===== src/hw/rtl/glbn_pkg.sv =====
package glbn_pkg;

    localparam int SEQ_W   = 5;
    localparam int SEQ_MAX = 31;
    localparam logic [SEQ_W-1:0] SEQ_MAX_V = SEQ_W'(SEQ_MAX);

    localparam int Q_DEPTH = 2;
    localparam int Q_AW    = (Q_DEPTH > 1) ? $clog2(Q_DEPTH) : 1;

    localparam logic [1:0] MODE_PKT   = 2'd0;
    localparam logic [1:0] MODE_PHY   = 2'd1;
    localparam logic [1:0] MODE_FRAME = 2'd2;
    localparam logic [1:0] MODE_TMO   = 2'd3;

    localparam logic [2:0] ACT_SEND    = 3'd0;
    localparam logic [2:0] ACT_ACK     = 3'd1;
    localparam logic [2:0] ACT_DELIVER = 3'd2;
    localparam logic [2:0] ACT_STOP    = 3'd3;
    localparam logic [2:0] ACT_STATUS  = 3'd4;

    localparam logic [2:0] KIND_PKT    = 3'd0;
    localparam logic [2:0] KIND_PHY    = 3'd1;
    localparam logic [2:0] KIND_RXDATA = 3'd2;
    localparam logic [2:0] KIND_RXACK  = 3'd3;
    localparam logic [2:0] KIND_TMO    = 3'd4;
    localparam logic [2:0] KIND_NOP    = 3'd5;

    typedef struct packed {
        logic [1:0]       mode;
        logic             frame_good;
        logic             frame_is_data;
        logic [SEQ_W-1:0] frame_seq;
        logic [SEQ_W-1:0] peer_ack;
    } in_item_t;

    typedef struct packed {
        logic [2:0]       action;
        logic [SEQ_W-1:0] seq;
        logic [SEQ_W-1:0] ack;
        logic             network_enable;
        logic             last;
    } out_item_t;

    typedef struct packed {
        logic [2:0]       kind;
        logic [SEQ_W-1:0] seq;
        logic [SEQ_W-1:0] ack;
    } cmd_t;

    typedef struct packed {
        logic not_empty;
        logic full;
    } q_status_t;

    function automatic logic [SEQ_W-1:0] wrap_inc(input logic [SEQ_W-1:0] k);
        return (k < SEQ_MAX_V) ? k + SEQ_W'(1) : '0;
    endfunction

    function automatic logic [SEQ_W-1:0] ack_value(input logic [SEQ_W-1:0] e);
        return (e == '0) ? SEQ_MAX_V : e - SEQ_W'(1);
    endfunction

    function automatic logic in_window(input logic [SEQ_W-1:0] a,
                                       input logic [SEQ_W-1:0] b,
                                       input logic [SEQ_W-1:0] c);
        return ((a <= b) && (b < c)) || ((c < a) && (a <= b)) || ((b < c) && (c < a));
    endfunction

endpackage


===== src/hw/rtl/glbn_front.sv =====
module glbn_front
    import glbn_pkg::*;
(
    input  in_item_t item,
    output cmd_t     cmd
);

    always_comb
    begin
        cmd.seq  = item.frame_seq;
        cmd.ack  = item.peer_ack;
        cmd.kind = KIND_NOP;
        unique case (item.mode)
            MODE_PKT:   cmd.kind = KIND_PKT;
            MODE_PHY:   cmd.kind = KIND_PHY;
            MODE_FRAME:
            begin
                if (!item.frame_good)
                begin
                    cmd.kind = KIND_NOP;
                end
                else if (item.frame_is_data)
                begin
                    cmd.kind = KIND_RXDATA;
                end
                else
                begin
                    cmd.kind = KIND_RXACK;
                end
            end
            MODE_TMO:   cmd.kind = KIND_TMO;
            default:    cmd.kind = KIND_NOP;
        endcase
    end

endmodule


===== src/hw/rtl/glbn_queue.sv =====
module glbn_queue
    import glbn_pkg::*;
(
    input  logic      clk,
    input  logic      rst_n,
    input  logic      push,
    input  cmd_t      push_cmd,
    input  logic      pop,
    output cmd_t      head,
    output q_status_t stat
);

    cmd_t              entry_reg [Q_DEPTH];
    logic [Q_AW-1:0]   wptr_reg, wptr_next;
    logic [Q_AW-1:0]   rptr_reg, rptr_next;
    logic [Q_AW:0]     count_reg, count_next;

    function automatic logic [Q_AW-1:0] ptr_inc(input logic [Q_AW-1:0] p);
        return (p == Q_AW'(Q_DEPTH - 1)) ? '0 : p + Q_AW'(1);
    endfunction

    assign head           = entry_reg[rptr_reg];
    assign stat.not_empty = (count_reg != '0);
    assign stat.full      = (count_reg == (Q_AW + 1)'(Q_DEPTH));

    always_comb
    begin
        wptr_next  = push ? ptr_inc(wptr_reg) : wptr_reg;
        rptr_next  = pop ? ptr_inc(rptr_reg) : rptr_reg;
        count_next = count_reg;
        if (push && !pop)
        begin
            count_next = count_reg + (Q_AW + 1)'(1);
        end
        else if (pop && !push)
        begin
            count_next = count_reg - (Q_AW + 1)'(1);
        end
    end

    always_ff @(posedge clk or negedge rst_n)
    begin
        if (!rst_n)
        begin
            wptr_reg  <= '0;
            rptr_reg  <= '0;
            count_reg <= '0;
        end
        else
        begin
            wptr_reg  <= wptr_next;
            rptr_reg  <= rptr_next;
            count_reg <= count_next;
        end
    end

    always_ff @(posedge clk)
    begin
        if (push)
        begin
            entry_reg[wptr_reg] <= push_cmd;
        end
    end

endmodule


===== src/hw/rtl/glbn_back.sv =====
module glbn_back
    import glbn_pkg::*;
(
    input  logic      clk,
    input  logic      rst_n,
    input  cmd_t      head,
    input  q_status_t q_stat,
    output logic      pop,
    output logic      result_valid,
    input  logic      result_stall,
    output out_item_t result
);

    localparam logic [2:0] ST_IDLE   = 3'd0;
    localparam logic [2:0] ST_SEND1  = 3'd1;
    localparam logic [2:0] ST_DELIV  = 3'd2;
    localparam logic [2:0] ST_ACK    = 3'd3;
    localparam logic [2:0] ST_STOP   = 3'd4;
    localparam logic [2:0] ST_RESEND = 3'd5;
    localparam logic [2:0] ST_STATUS = 3'd6;

    logic [2:0]       state_reg, state_next;
    logic [SEQ_W-1:0] next_send_reg, next_send_next;
    logic [SEQ_W-1:0] outstanding_reg, outstanding_next;
    logic [SEQ_W-1:0] oldest_reg, oldest_next;
    logic [SEQ_W-1:0] expected_reg, expected_next;
    logic             phy_reg, phy_next;
    logic [SEQ_W-1:0] cur_reg, cur_next;
    logic [SEQ_W-1:0] rem_reg, rem_next;
    cmd_t             cmd_reg, cmd_next;
    logic             out_valid_reg, out_valid_next;
    out_item_t        out_reg, out_next;

    logic             slot;
    logic             emit;
    out_item_t        emit_item;

    assign slot         = !out_valid_reg || !result_stall;
    assign result_valid = out_valid_reg;
    assign result       = out_reg;

    always_comb
    begin
        state_next       = state_reg;
        next_send_next   = next_send_reg;
        outstanding_next = outstanding_reg;
        oldest_next      = oldest_reg;
        expected_next    = expected_reg;
        phy_next         = phy_reg;
        cur_next         = cur_reg;
        rem_next         = rem_reg;
        cmd_next         = cmd_reg;
        pop              = 1'b0;
        emit             = 1'b0;
        emit_item        = '0;

        unique case (state_reg)
            ST_IDLE:
            begin
                if (q_stat.not_empty)
                begin
                    pop      = 1'b1;
                    cmd_next = head;
                    unique case (head.kind)
                        KIND_PKT:    state_next = ST_SEND1;
                        KIND_PHY:
                        begin
                            phy_next   = 1'b1;
                            state_next = ST_STATUS;
                        end
                        KIND_RXDATA: state_next = ST_DELIV;
                        KIND_RXACK:  state_next = ST_STOP;
                        KIND_TMO:
                        begin
                            cur_next   = oldest_reg;
                            rem_next   = outstanding_reg;
                            state_next = ST_RESEND;
                        end
                        default:     state_next = ST_STATUS;
                    endcase
                end
            end
            ST_SEND1:
            begin
                if (outstanding_reg >= SEQ_MAX_V)
                begin
                    state_next = ST_STATUS;
                end
                else if (slot)
                begin
                    emit             = 1'b1;
                    emit_item.action = ACT_SEND;
                    emit_item.seq    = next_send_reg;
                    emit_item.ack    = ack_value(expected_reg);
                    outstanding_next = outstanding_reg + SEQ_W'(1);
                    phy_next         = 1'b0;
                    next_send_next   = wrap_inc(next_send_reg);
                    state_next       = ST_STATUS;
                end
            end
            ST_DELIV:
            begin
                if (cmd_reg.seq != expected_reg)
                begin
                    state_next = ST_ACK;
                end
                else if (slot)
                begin
                    emit             = 1'b1;
                    emit_item.action = ACT_DELIVER;
                    emit_item.seq    = cmd_reg.seq;
                    expected_next    = wrap_inc(expected_reg);
                    state_next       = ST_ACK;
                end
            end
            ST_ACK:
            begin
                if (slot)
                begin
                    emit             = 1'b1;
                    emit_item.action = ACT_ACK;
                    emit_item.ack    = ack_value(expected_reg);
                    phy_next         = 1'b0;
                    state_next       = ST_STOP;
                end
            end
            ST_STOP:
            begin
                if (!(in_window(oldest_reg, cmd_reg.ack, next_send_reg)
                      && (outstanding_reg != '0)))
                begin
                    state_next = ST_STATUS;
                end
                else if (slot)
                begin
                    emit             = 1'b1;
                    emit_item.action = ACT_STOP;
                    emit_item.seq    = oldest_reg;
                    outstanding_next = outstanding_reg - SEQ_W'(1);
                    oldest_next      = wrap_inc(oldest_reg);
                end
            end
            ST_RESEND:
            begin
                if (rem_reg == '0)
                begin
                    next_send_next = cur_reg;
                    state_next     = ST_STATUS;
                end
                else if (slot)
                begin
                    emit             = 1'b1;
                    emit_item.action = ACT_SEND;
                    emit_item.seq    = cur_reg;
                    emit_item.ack    = ack_value(expected_reg);
                    phy_next         = 1'b0;
                    cur_next         = wrap_inc(cur_reg);
                    rem_next         = rem_reg - SEQ_W'(1);
                end
            end
            ST_STATUS:
            begin
                if (slot)
                begin
                    emit                     = 1'b1;
                    emit_item.action         = ACT_STATUS;
                    emit_item.network_enable = (outstanding_reg < SEQ_MAX_V) && phy_reg;
                    emit_item.last           = 1'b1;
                    state_next               = ST_IDLE;
                end
            end
            default:
            begin
                state_next = ST_IDLE;
            end
        endcase

        out_next       = out_reg;
        out_valid_next = out_valid_reg;
        if (emit)
        begin
            out_next       = emit_item;
            out_valid_next = 1'b1;
        end
        else if (!result_stall)
        begin
            out_valid_next = 1'b0;
        end
    end

    always_ff @(posedge clk or negedge rst_n)
    begin
        if (!rst_n)
        begin
            state_reg       <= ST_IDLE;
            next_send_reg   <= '0;
            outstanding_reg <= '0;
            oldest_reg      <= '0;
            expected_reg    <= '0;
            phy_reg         <= 1'b0;
            out_valid_reg   <= 1'b0;
        end
        else
        begin
            state_reg       <= state_next;
            next_send_reg   <= next_send_next;
            outstanding_reg <= outstanding_next;
            oldest_reg      <= oldest_next;
            expected_reg    <= expected_next;
            phy_reg         <= phy_next;
            out_valid_reg   <= out_valid_next;
        end
    end

    always_ff @(posedge clk)
    begin
        cur_reg <= cur_next;
        rem_reg <= rem_next;
        cmd_reg <= cmd_next;
        out_reg <= out_next;
    end

endmodule


===== src/hw/rtl/go_back_n_link_controller_unit.sv =====
// Go-Back-N sequencing engine for one link end. Each event (packet ready,
// physical ready, frame received, timeout) is classified on transfer and
// queued in a two-entry command queue, so up to two events can be taken while
// an earlier one is still producing results. The back end handles one event
// at a time and puts out one result per cycle, while the result side does not
// stall, through its output register: deliver, data sends, ack send, timer
// stops, then the status result with last set. An event is taken in a dispatch
// step, then each result is put out in turn, and each check that yields no
// result is a step of its own. The longest event is a good in-order data frame
// that releases a full window of 31 frames; every event is paced by the single
// result register and any stall on the result side.
module go_back_n_link_controller_unit
    import glbn_pkg::*;
(
    input  logic      clk,
    input  logic      rst_n,
    input  logic      item_valid,
    output logic      item_stall,
    input  in_item_t  item,
    output logic      result_valid,
    input  logic      result_stall,
    output out_item_t result
);

    cmd_t      front_cmd;
    cmd_t      q_head;
    q_status_t q_stat;
    logic      q_pop;
    logic      q_push;

    assign item_stall = q_stat.full;
    assign q_push     = item_valid && !q_stat.full;

    glbn_front u_front
    (
        .item (item),
        .cmd  (front_cmd)
    );

    glbn_queue u_queue
    (
        .clk      (clk),
        .rst_n    (rst_n),
        .push     (q_push),
        .push_cmd (front_cmd),
        .pop      (q_pop),
        .head     (q_head),
        .stat     (q_stat)
    );

    glbn_back u_back
    (
        .clk          (clk),
        .rst_n        (rst_n),
        .head         (q_head),
        .q_stat       (q_stat),
        .pop          (q_pop),
        .result_valid (result_valid),
        .result_stall (result_stall),
        .result       (result)
    );

    assert property (@(posedge clk) disable iff (!rst_n)
        q_pop |-> q_stat.not_empty)
        else $error("command queue popped while empty");

    assert property (@(posedge clk) disable iff (!rst_n)
        result_valid && !result.last |->
            (result.action != ACT_STATUS) && !result.network_enable)
        else $error("non-final result carries status fields");

    assert property (@(posedge clk) disable iff (!rst_n)
        result_valid && (result.action == ACT_STATUS) |->
            result.last && (result.seq == '0) && (result.ack == '0))
        else $error("status result malformed");

endmodule

===== config.mk =====
export PLATFORM = sky130hd
export DESIGN_NAME = go_back_n_link_controller_unit
export DESIGN_NICKNAME = d
export VERILOG_FILES = /design/src/hw/rtl/glbn_pkg.sv /design/src/hw/rtl/glbn_front.sv /design/src/hw/rtl/glbn_queue.sv /design/src/hw/rtl/glbn_back.sv /design/src/hw/rtl/go_back_n_link_controller_unit.sv
export SDC_FILE = /design/constraint.sdc
export NUM_CORES = 1
export LEC_CHECK = 0
export ABC_AREA = 0
export BUFFER_PORTS_ARGS = -buffer_cell sky130_fd_sc_hd__buf_2
export CAP_MARGIN = 30
export CORE_UTILIZATION = 61
export CTS_CLUSTER_DIAMETER = 120
export DETAILED_ROUTE_END_ITERATION = 16
export GPL_ROUTABILITY_DRIVEN = 0
export PLACE_DENSITY = 0.81
export SYNTH_ARGS = -nofsm -noshare
export SYNTH_HDL_FRONTEND = slang
export SYNTH_SLANG_ARGS = --single-unit
export TNS_END_PERCENT = 5

===== constraint.sdc =====
create_clock -name clk -period 8.04 [get_ports clk]
set_clock_uncertainty 0.2 [all_clocks]
set_input_delay 0.804 -clock clk [delete_from_list [all_inputs] [get_ports clk]]
set_output_delay 0.804 -clock clk [all_outputs]
set_load 0.005 [all_outputs]

==> qor.yml, run 1 <==
ys.flop_type: "edfxtp_1"
routed_wl_um: 9330
path_delay_family: "compound AO/OA/AOI/OAI gates"
hold_viol_final: 0
cts_buffer_depth: 2
cp.depth: 9
antenna_found_initial: 0
numCtsBuffers: 9
r2r_slack_ns: 4.75
hp-class: "input port to async pin"
grt_pass1_wl_um: 15600
cp-start-kind: "flop"
synthCells: 423
worst_pin_slew_ns: 0.756
required_ns: 7.97
cap_violations: 0
post_cts_buffers: 0
cp-end-kind: "flop"
antenna_left: 0
synth-adder-area-share_pct: 6.72
p_int_uw: 1230
core_area_um2: 7370
largest_reg_flops: 26
clock-sinks: 90
clk_latency_ns: 0.37
rsz0062_at_grt: "no"
ioPinCount: 35
drive_gt1_share_pct: 15.7
synthesis.area_um2: 4730
holdBufCountCts: 0
max_stage_delay_ns: 0.54
yosysTopAreaCell: "edfxtp_1"
p_comb_share_pct: 42.2
power.leakage_uw: 0.00214
vdd_ir_drop_max_mv: 0.223
n_antenna_cell: 0
synth_mux_area_share_pct: 4.08
critPathKind: "flop to flop"
synth_seq_area_share_pct: 54.1
clk_pin_slew_ns: 0.09
grt_pass1_vias: 3249
ys_top_cells_by_area: "edfxtp_1 39%, dfrtp_1 15%, ha_1 6.1%"
drtIter0Drc: 335
crit_path_end: "u_back.result[14]$_DFFE_PP_"
tns_ns: 0
reg2reg_depth: 9
status: "completed"
switching_share_pct: 39.6
synth_top_area_share_pct: 38.8
slew_viol_final: 0
setup_violations: 0
power.total_uw: 2040
gr-total-overflow: 0
clkPwrFrac_pct: 15.0
drt-pass1-iter-count: 5
io_buffers: 34
rows: 31
crit_start: "u_back.oldest_reg[2]$_DFFE_PN0P_"
r2r_end: "u_back.result[14]$_DFFE_PP_"
synth_top_family_by_area: "compound AO/OA/AOI/OAI gates"
fin_nets: 497
synth-simple-area-share_pct: 11.1
viasPerCell: 6.10
synth-compound-area-share_pct: 15.3
avgRoutedWirePerCell_um: 16.7
syn_avg_cell_area_um2: 11.2
htree_levels: 3
p_sw_uw: 807
cp.arrival_ns: 3.22
vias: 3408
seq_power_share_pct: 42.8
synth-edff-count: 61
synth_seq_cells: 90
start_util_pct: 64.1
postSynthNetCount: 465
hpwl_um: 6880
synth_xor_area_share_pct: 4.63
power.density_nw_per_um2: 394
die_width_um: 90.0
dieArea_um2: 8100
slew_headroom_pct: 49.2
path_buf_inv: 2
cts_root_buf: "clkbuf_8"
crit_path_max_fanout: 11
fmax_mhz: 304
cts_resized: 0
die_h_um: 90.0
async_reset_ff_share_pct: 32.2
gr-usage-all-layers_pct: 24.7
areaGrowthSynthToFinish_pct: 9.40
min_period_ns: 3.29
rr_startpoint: "u_back.oldest_reg[2]$_DFFE_PN0P_"
drc: 0
crit_slowest_cell: "nor2_1"
tritoncts: "built"
finalCritPeriodShare_pct: 40.9
grt_max_degree: 30
crit_chain: "inv_1 -> ha_1 -> a21o_1 -> a31oi_1 -> o21ai_0 -> a211oi_1 -> nor2_1 -> o21ai_1 -> buf_4"
synth_warnings: 0
synthDistinctLibCells: 52
layout make-up:
class	instances	area, um^2
Timing Repair Buffer	38	200
Clock buffer	9	124
Clock inverter	7	68.8
Tap cell	99	124
Sequential cell	90	2560
Fill cell	545	2200
Multi-Input combinational cell	285	1980
Inverter	31	116
synth_stat cells (all sizes together), types with 2 or more instances:
library cell and instances:
buf 2, nand3b 2, nand2 34, o211ai 2
a211oi 2, inv 31, a211o 2, a31oi 5
mux2i 5, ha 23, edfxtp 61, or3 3
o221a 2, nand4 4, mux2 12, o211a 3
nand3 16, and3 5, or2 3, nor3b 2
a21oi 24, xnor2 21, o31ai 6, o41ai 2
dfrtp 29, nand2b 7, nor3 7, a22o 6
o21ai 32, o22ai 5, xor2 4, o21a 3
a21o 6, nor2 19, a21boi 6, clkbuf 15
layout by cell type, fill, tap and decap left out, types with 3 or more instances in the layout:
master / synthesis / routed
or3_1: 3 / 3
clkbuf_8: 0 / 9
mux2i_1: 5 / 5
or2_2: 3 / 3
a21boi_0: 6 / 6
a21o_1: 6 / 6
ha_1: 23 / 23
o211a_1: 3 / 3
o21ai_0: 32 / 31
o22ai_1: 5 / 5
nor3_1: 6 / 6
nand2_1: 33 / 33
buf_4: 0 / 4
o31ai_1: 6 / 6
xor2_1: 4 / 4
a22o_1: 6 / 6
dfrtp_1: 29 / 29
and3_1: 5 / 5
edfxtp_1: 61 / 61
a31oi_1: 5 / 5
nand4_1: 4 / 4
a21oi_1: 24 / 24
mux2_2: 10 / 10
nand3_1: 16 / 16
o21a_1: 3 / 3
nor2_1: 19 / 19
buf_2: 1 / 34
xnor2_1: 21 / 21
nand2b_1: 7 / 7
inv_1: 31 / 31
metal layers:
metal	global-route usage (%)	share of wire, %
met3	3.72	5.7
met5	0	0
met2	40.5	47
met1	31.9	44
met4	13.0	3.2
metrics by stage:
stage          setup slack (ns)  area (um^2)  hold WS, ns  std cells  util [%]
3_5_place_dp               4.85         4980        0.286        543      67.5
6_report                   4.75         5170        0.280        559      70.2
4_1_cts                    4.81         5170        0.296        559      70.2
3_3_place_gp               4.86         4950        0.268        540      67.2
5_1_grt                    4.51         5170        0.333        559      70.2
2_1_floorplan              4.94         4730        0.256        423         -
cell families after synthesis:
kind of cell	Yosys count
adder cells (fa/ha/maj)	25
multiplexers	17
AND/OR/NAND/NOR	106
XOR/XNOR	25
flip-flops	90
buffers and inverters	48
AO/OA/AOI/OAI	112
worst min path at each step:
stage | depth (start not counted) | to | start | slack [ns]
after floorplan | 1 | u_back.phy_reg$_DFFE_PN0P_ | u_back.phy_reg$_DFFE_PN0P_ | 0.26
after global routing | 1 | u_back.phy_reg$_DFFE_PN0P_ | rst_n | 0.33
after CTS | 1 | u_back.phy_reg$_DFFE_PN0P_ | rst_n | 0.30
after detailed placement | 1 | u_queue.wptr_reg$_DFFE_PN0P_ | u_queue.wptr_reg$_DFFE_PN0P_ | 0.29
final | 1 | u_back.next_send_reg[3]$_DFFE_PN0P_ | rst_n | 0.28
after global placement | 1 | u_back.phy_reg$_DFFE_PN0P_ | u_back.phy_reg$_DFFE_PN0P_ | 0.27
power by group through the flow:
stage | clock network [uW] | registers, uW | logic [uW]
floorplan | 0 | 812 | 675
global placement | 0 | 873 | 802
global route | 323 | 892 | 956
finish | 304 | 872 | 860
CTS | 310 | 868 | 852
detailed placement | 0 | 879 | 845
Power figures use the tool's default switching activity.
==> inputs of run 2 (changes only) <==
Settings changed: CORE_UTILIZATION 61 to 60, PLACE_DENSITY 0.81 to 0.8.
Clock period 8.04 ns to 3.05 ns, I/O delays scaled along.
==> qor.yml, run 2 (synthesized netlist as in run 1, its figures left out) <==
min_period_ns: 2.85  # was 3.29 ns
mostFrequentLayoutCells: "61 x edfxtp_1, 34 x buf_2, 33 x nand2_1"  # unchanged
finalCritPeriodShare_pct: 93.5  # was 40.9%
worst_pin_slew_ns: 0.696  # was 0.756 ns
worst_slack_ns: 0.198  # was 4.75 ns
areaGrowthSynthToFinish_pct: 12.2  # was 9.40%
clk_latency_ns: 0.36  # was 0.37 ns
vias: 3487  # was 3408
r2r_slack_ns: 0.20  # was 4.75 ns
path_buf_inv: 1  # was 2
post-place-ws_ns: 0.236  # was 4.85 ns
cp-start-kind: "flop"  # unchanged
gr-total-overflow: 0  # unchanged
slew_headroom_pct: 53.6  # was 49.2%
fin_nets: 514  # was 497
routed_wl_um: 9720  # was 9330 um
met2_length_um: 4900  # was 4420 um
crit_path_end: "u_back.outstanding_reg[3]$_DFFE_PN0P_"  # was u_back.result[14]$_DFFE_PP_
setup_violations: 0  # unchanged
slew_viol_final: 0  # unchanged
status: "completed"  # unchanged
cts_buffer_depth: 2  # unchanged
critPathKind: "flop to flop"  # unchanged
utilization_pct: 71.2  # was 70.2%
met3_length_um: 554  # was 529 um
r2r_end: "u_back.outstanding_reg[3]$_DFFE_PN0P_"  # was u_back.result[14]$_DFFE_PP_
start_util_pct: 63.5  # was 64.1%
crit_chain: "inv_1 -> ha_1 -> a21o_1 -> a31oi_1 -> o21ai_0 -> a211oi_1 -> or3_1 -> mux2_4"  # was inv_1 -> ha_1 -> a21o_1 -> a31oi_1 -> o21ai_0 -> a211oi_1 -> nor2_1 -> o21ai_1 -> buf_4
clk_pin_slew_ns: 0.09  # about the same
antenna_found_initial: 0  # unchanged
grt_pass1_wl_um: 16100  # was 15600 um
reg2reg_depth: 8  # was 9
tritoncts: "built"  # unchanged
dieArea_um2: 8240  # was 8100 um^2
fmax_mhz: 351  # was 304 MHz
grt_max_degree: 30  # unchanged
die_h_um: 90.8  # was 90.0 um
rr_startpoint: "u_back.oldest_reg[2]$_DFFE_PN0P_"  # unchanged
required_ns: 3.08  # was 7.97 ns
wl_met1_um: 4080  # about the same
post_cts_buffers: 0  # unchanged
rows: 31  # unchanged
ioPinCount: 35  # unchanged
rsz0062_at_grt: "no"  # unchanged
cp.depth: 8  # was 9
io_buffers: 34  # unchanged
top_layer: "met4"  # unchanged
power.density_nw_per_um2: 1010  # was 394 nW/um^2
gr-usage-all-layers_pct: 25.0  # was 24.7%
drc: 0  # unchanged
drtIter0Drc: 311  # was 335
grt_pass1_vias: 3422  # was 3249
cts_resized: 0  # unchanged
cp-end-kind: "flop"  # unchanged
drt-pass1-iter-count: 5  # unchanged
numCtsBuffers: 9  # unchanged
max_stage_delay_ns: 0.43  # was 0.54 ns
cts_root_buf: "clkbuf_8"  # unchanged
cap_violations: 0  # unchanged
avgRoutedWirePerCell_um: 16.9  # was 16.7 um
hp-class: "input port to flop"  # was input port to async pin
layout_commonest_cell: "edfxtp_1"  # unchanged
vdd_ir_drop_max_mv: 0.492  # was 0.223 mV
tns_ns: 0  # unchanged
hold_viol_final: 0  # unchanged
crit_slowest_cell: "a211oi_1"  # was nor2_1
drive_gt1_share_pct: 15.7  # about the same
fillCellCount: 558  # was 545
core_area_um2: 7450  # was 7370 um^2
crit_start: "u_back.oldest_reg[2]$_DFFE_PN0P_"  # unchanged
power.leakage_uw: 0.00219  # was 0.00214 uW
cp.arrival_ns: 2.89  # was 3.22 ns
n_antenna_cell: 0  # unchanged
antenna_left: 0  # unchanged
die_width_um: 90.8  # was 90.0 um
hpwl_um: 6960  # was 6880 um
htree_levels: 3  # unchanged
clock-sinks: 90  # unchanged
viasPerCell: 6.05  # was 6.10
path_delay_family: "compound AO/OA/AOI/OAI gates"  # unchanged
largest_reg_flops: 26  # unchanged
crit_path_max_fanout: 6  # was 11
## run 2: changes by cell type in the layout (fill, tap and decap cells not counted), sizes merged
cell | before | now
dlygate4sd3 | 0 | 11
buf | 38 | 44
bufinv | 1 | 0
clkinv | 4 | 0
clkinvlp | 1 | 2
inv | 32 | 31
clkbuf | 9 | 14
## run 2: routing by layer
metal,global-route usage [%],up-vias
li1,-,1647
met1,31.3,1679
met2,43.1,140
met3,4.04,21
met4,10.3,0
met5,0,-
## run 2: timing repair
| item | in CTS | in global routing |
|---|---|---|
| hold endpoints to repair | 49 | 0 |
| setup endpoints to repair | 0 | 0 |
| hold buffers | 11 | 0 |
## run 2: area by class of cell
class,instances,area (um^2),area share [%]
Clock buffer,14,153,2.88
Clock inverter,2,15.0,0.283
Inverter,31,116,2.20
Multi-Input combinational cell,285,1980,37.3
Sequential cell,90,2560,48.3
Tap cell,99,124,2.34
Timing Repair Buffer,55,355,6.70
## run 2: worst reg2reg max path, delay by kind of cell (launching register included)
family | cells | cell delay (ns)
AO/OA/AOI/OAI | 4 | 1.02
adder cells (fa/ha/maj) | 1 | 0.29
flip-flops | 1 | 0.41
multiplexers | 1 | 0.33
buffers and inverters | 1 | 0.19
AND/OR/NAND/NOR | 1 | 0.30
## run 2: how the worst min path moves through the flow
stage / startpoint / endpoint / slack [ns] / depth (start not counted)
2_1_floorplan: rst_n / u_back.expected_reg[0]$_DFFE_PN0P_ / -0.19 / 0
3_3_place_gp: rst_n / u_back.phy_reg$_DFFE_PN0P_ / 0.19 / 1
3_5_place_dp: rst_n / u_back.phy_reg$_DFFE_PN0P_ / 0.20 / 1
4_1_cts: item_valid / u_queue.wptr_reg$_DFFE_PN0P_ / 0.07 / 3
5_1_grt: item_valid / u_queue.wptr_reg$_DFFE_PN0P_ / 0.07 / 3
6_report: item_valid / u_queue.wptr_reg$_DFFE_PN0P_ / 0.07 / 3
## run 2: where the power goes
group	switching (uW)	internal (uW)	total, uW
sequential	348	1880	2230
combinational	1390	1040	2420
clock	397	320	718
total	2130	3240	5370
## run 2: per-stage QoR
step | instance area, um^2 | std cells | hold WS (ns) | power, uW
final | 5300 | 576 | 0.0657 | 5370
after global routing | 5300 | 576 | 0.0742 | 5740
after CTS | 5300 | 576 | 0.0674 | 5340
after detailed placement | 5020 | 549 | 0.199 | 4630
after global placement | 5020 | 549 | 0.190 | 4490
after floorplan | 4730 | 423 | -0.191 | 3920
==> inputs of run 3 (changes only) <==
Settings changed: CELL_PAD_IN_SITES_DETAIL_PLACEMENT from default to 0, CELL_PAD_IN_SITES_GLOBAL_PLACEMENT from default to 1, CORE_UTILIZATION 60 to 48, PLACE_DENSITY 0.8 to default, PLACE_DENSITY_LB_ADDON from default to 0.1, SLEW_MARGIN from default to 10.
==> qor.yml, run 3 (synthesized netlist as in run 1, its figures left out) <==
crit_path_max_fanout: 8  # was 6
drive_gt1_share_pct: 16.1  # was 15.7%
n_antenna_cell: 0  # unchanged
antenna_found_initial: 0  # unchanged
core_area_um2: 9370  # was 7450 um^2
mostFrequentLayoutCells: "61 x edfxtp_1, 34 x buf_2, 33 x nand2_1"  # unchanged
vias: 3363  # was 3487
htree_levels: 3  # unchanged
cap_violations: 0  # unchanged
routed_wl_um: 9810  # was 9720 um
required_ns: 3.07  # was 3.08 ns
holdWs_ns: 0.0625  # was 0.0657 ns
vdd_ir_drop_max_mv: 0.425  # was 0.492 mV
cp-end-kind: "flop"  # unchanged
grt_max_degree: 30  # unchanged
setup_violations: 0  # unchanged
power.density_nw_per_um2: 1020  # was 1010 nW/um^2
largest_reg_flops: 26  # unchanged
die_h_um: 101  # was 90.8 um
start_util_pct: 50.4  # was 63.5%
io_buffers: 34  # unchanged
hp-class: "input port to flop"  # unchanged
clk_pin_slew_ns: 0.09  # about the same
stdcell_area_um2: 5380  # was 5300 um^2
tns_ns: 0  # unchanged
hold_viol_final: 0  # unchanged
post_dp_cell_area_um2: 5070  # was 5020 um^2
clock-sinks: 90  # unchanged
status: "completed"  # unchanged
antenna_left: 0  # unchanged
fmax_mhz: 363  # was 351 MHz
ioPinCount: 35  # unchanged
worst_pin_slew_ns: 0.725  # was 0.696 ns
numCtsBuffers: 9  # unchanged
fin_nets: 515  # was 514
grt_pass1_vias: 3324  # was 3422
drtIter0Drc: 202  # was 311
rows: 35  # was 31
power.leakage_uw: 0.00222  # was 0.00219 uW
fillCellCount: 855  # was 558
slew_viol_final: 0  # unchanged
viasPerCell: 5.55  # was 6.05
cts_buffer_depth: 2  # unchanged
power.total_uw: 5470  # was 5370 uW
avgRoutedWirePerCell_um: 16.2  # was 16.9 um
finalCritPeriodShare_pct: 90.2  # was 93.5%
min_period_ns: 2.75  # was 2.85 ns
drc: 0  # unchanged
cp-start-kind: "flop"  # unchanged
die_width_um: 101  # was 90.8 um
critPathKind: "flop to flop"  # unchanged
rsz0062_at_grt: "no"  # unchanged
hpwl_um: 7220  # was 6960 um
areaGrowthSynthToFinish_pct: 13.9  # was 12.2%
cts_root_buf: "clkbuf_8"  # unchanged
layout_commonest_cell: "edfxtp_1"  # unchanged
dieArea_um2: 10200  # was 8240 um^2
slew_headroom_pct: 51.7  # was 53.6%
grt_pass1_wl_um: 16200  # was 16100 um
gr-total-overflow: 0  # unchanged
drt-pass1-iter-count: 4  # was 5
clk_latency_ns: 0.35  # was 0.36 ns
cp.arrival_ns: 2.77  # was 2.89 ns
gr-usage-all-layers_pct: 20.9  # was 25.0%
tritoncts: "built"  # unchanged
post_cts_buffers: 0  # unchanged
utilization_pct: 57.4  # was 71.2%
## run 3: cell types whose count changed in the layout (fill, tap and decap cells not counted), sizes merged
cell and change:
buf +1, clkinv +1, clkbuf -2, clkinvlp -2, bufinv +2
## run 3: final cells by class
class                      count  area (um^2)  area share, %
clock inverter                 3         65.1           1.21
tap                          129          161           3.00
sequential                    90         2560           47.5
timing repair buffer          56          363           6.74
multi-input combinational    285         1980           36.9
inverter                      31          116           2.16
clock buffer                  12          135           2.51
## run 3: metrics by stage
| stage | instances | worst slack (ns) |
|---|---|---|
| floorplan | 423 | 0.0870 |
| global placement | 580 | 0.314 |
| detailed placement | 580 | 0.212 |
| CTS | 606 | 0.194 |
| global route | 606 | 0.0272 |
| finish | 606 | 0.299 |
## run 3: path summary, 6_finish.rpt
kind / startpoint / endpoint / slack (ns) / cells after the start
worst min register to register: u_back.phy_reg$_DFFE_PN0P_ / u_back.phy_reg$_DFFE_PN0P_ / 0.29 / 1
min in group asynchronous: rst_n / u_back.expected_reg[0]$_DFFE_PN0P_ / 0.36 / 2
worst min-delay path: item_valid / u_queue.wptr_reg$_DFFE_PN0P_ / 0.06 / 3
worst max register to register: u_back.next_send_reg[2]$_DFFE_PN0P_ / u_back.oldest_reg[4]$_DFFE_PN0P_ / 0.30 / 8
max in group asynchronous: rst_n / u_back.next_send_reg[4]$_DFFE_PN0P_ / 1.82 / 2
worst max-delay path: u_back.next_send_reg[2]$_DFFE_PN0P_ / u_back.oldest_reg[4]$_DFFE_PN0P_ / 0.30 / 8
## run 3: timing repair
item | CTS | global route
endpoints found under the setup margin | 0 | 19
hold buffers | 11 | 0
endpoints found under the hold margin | 49 | 0
gates resized for setup | 0 | 2
## run 3: critical path: stages, from the launching register on
cell and delay [ns]:
dfrtp_1 0.50, inv_1 0.10, ha_1 0.30, a21o_1 0.18, a31oi_1 0.12, o21ai_0 0.21
maj3_1 0.50, o41ai_1 0.38, o41ai_1 0.13
## run 3: per-layer routing
metal | vias to the layer above | global-route usage (%) | wire, um
met1 | 1607 | 27.6 | 4540
met2 | 92 | 34.5 | 4590
li1 | 1643 | - | -
met5 | - | 0 | 0
met4 | 0 | 8.58 | 246
met3 | 21 | 3.17 | 436
## run 3: where the power goes
group          total [uW]  internal, uW  switching, uW
Clock                 855           458            397
Combinational        2410          1040           1370
Sequential           2210          1880            331
Total                5470          3380           2090
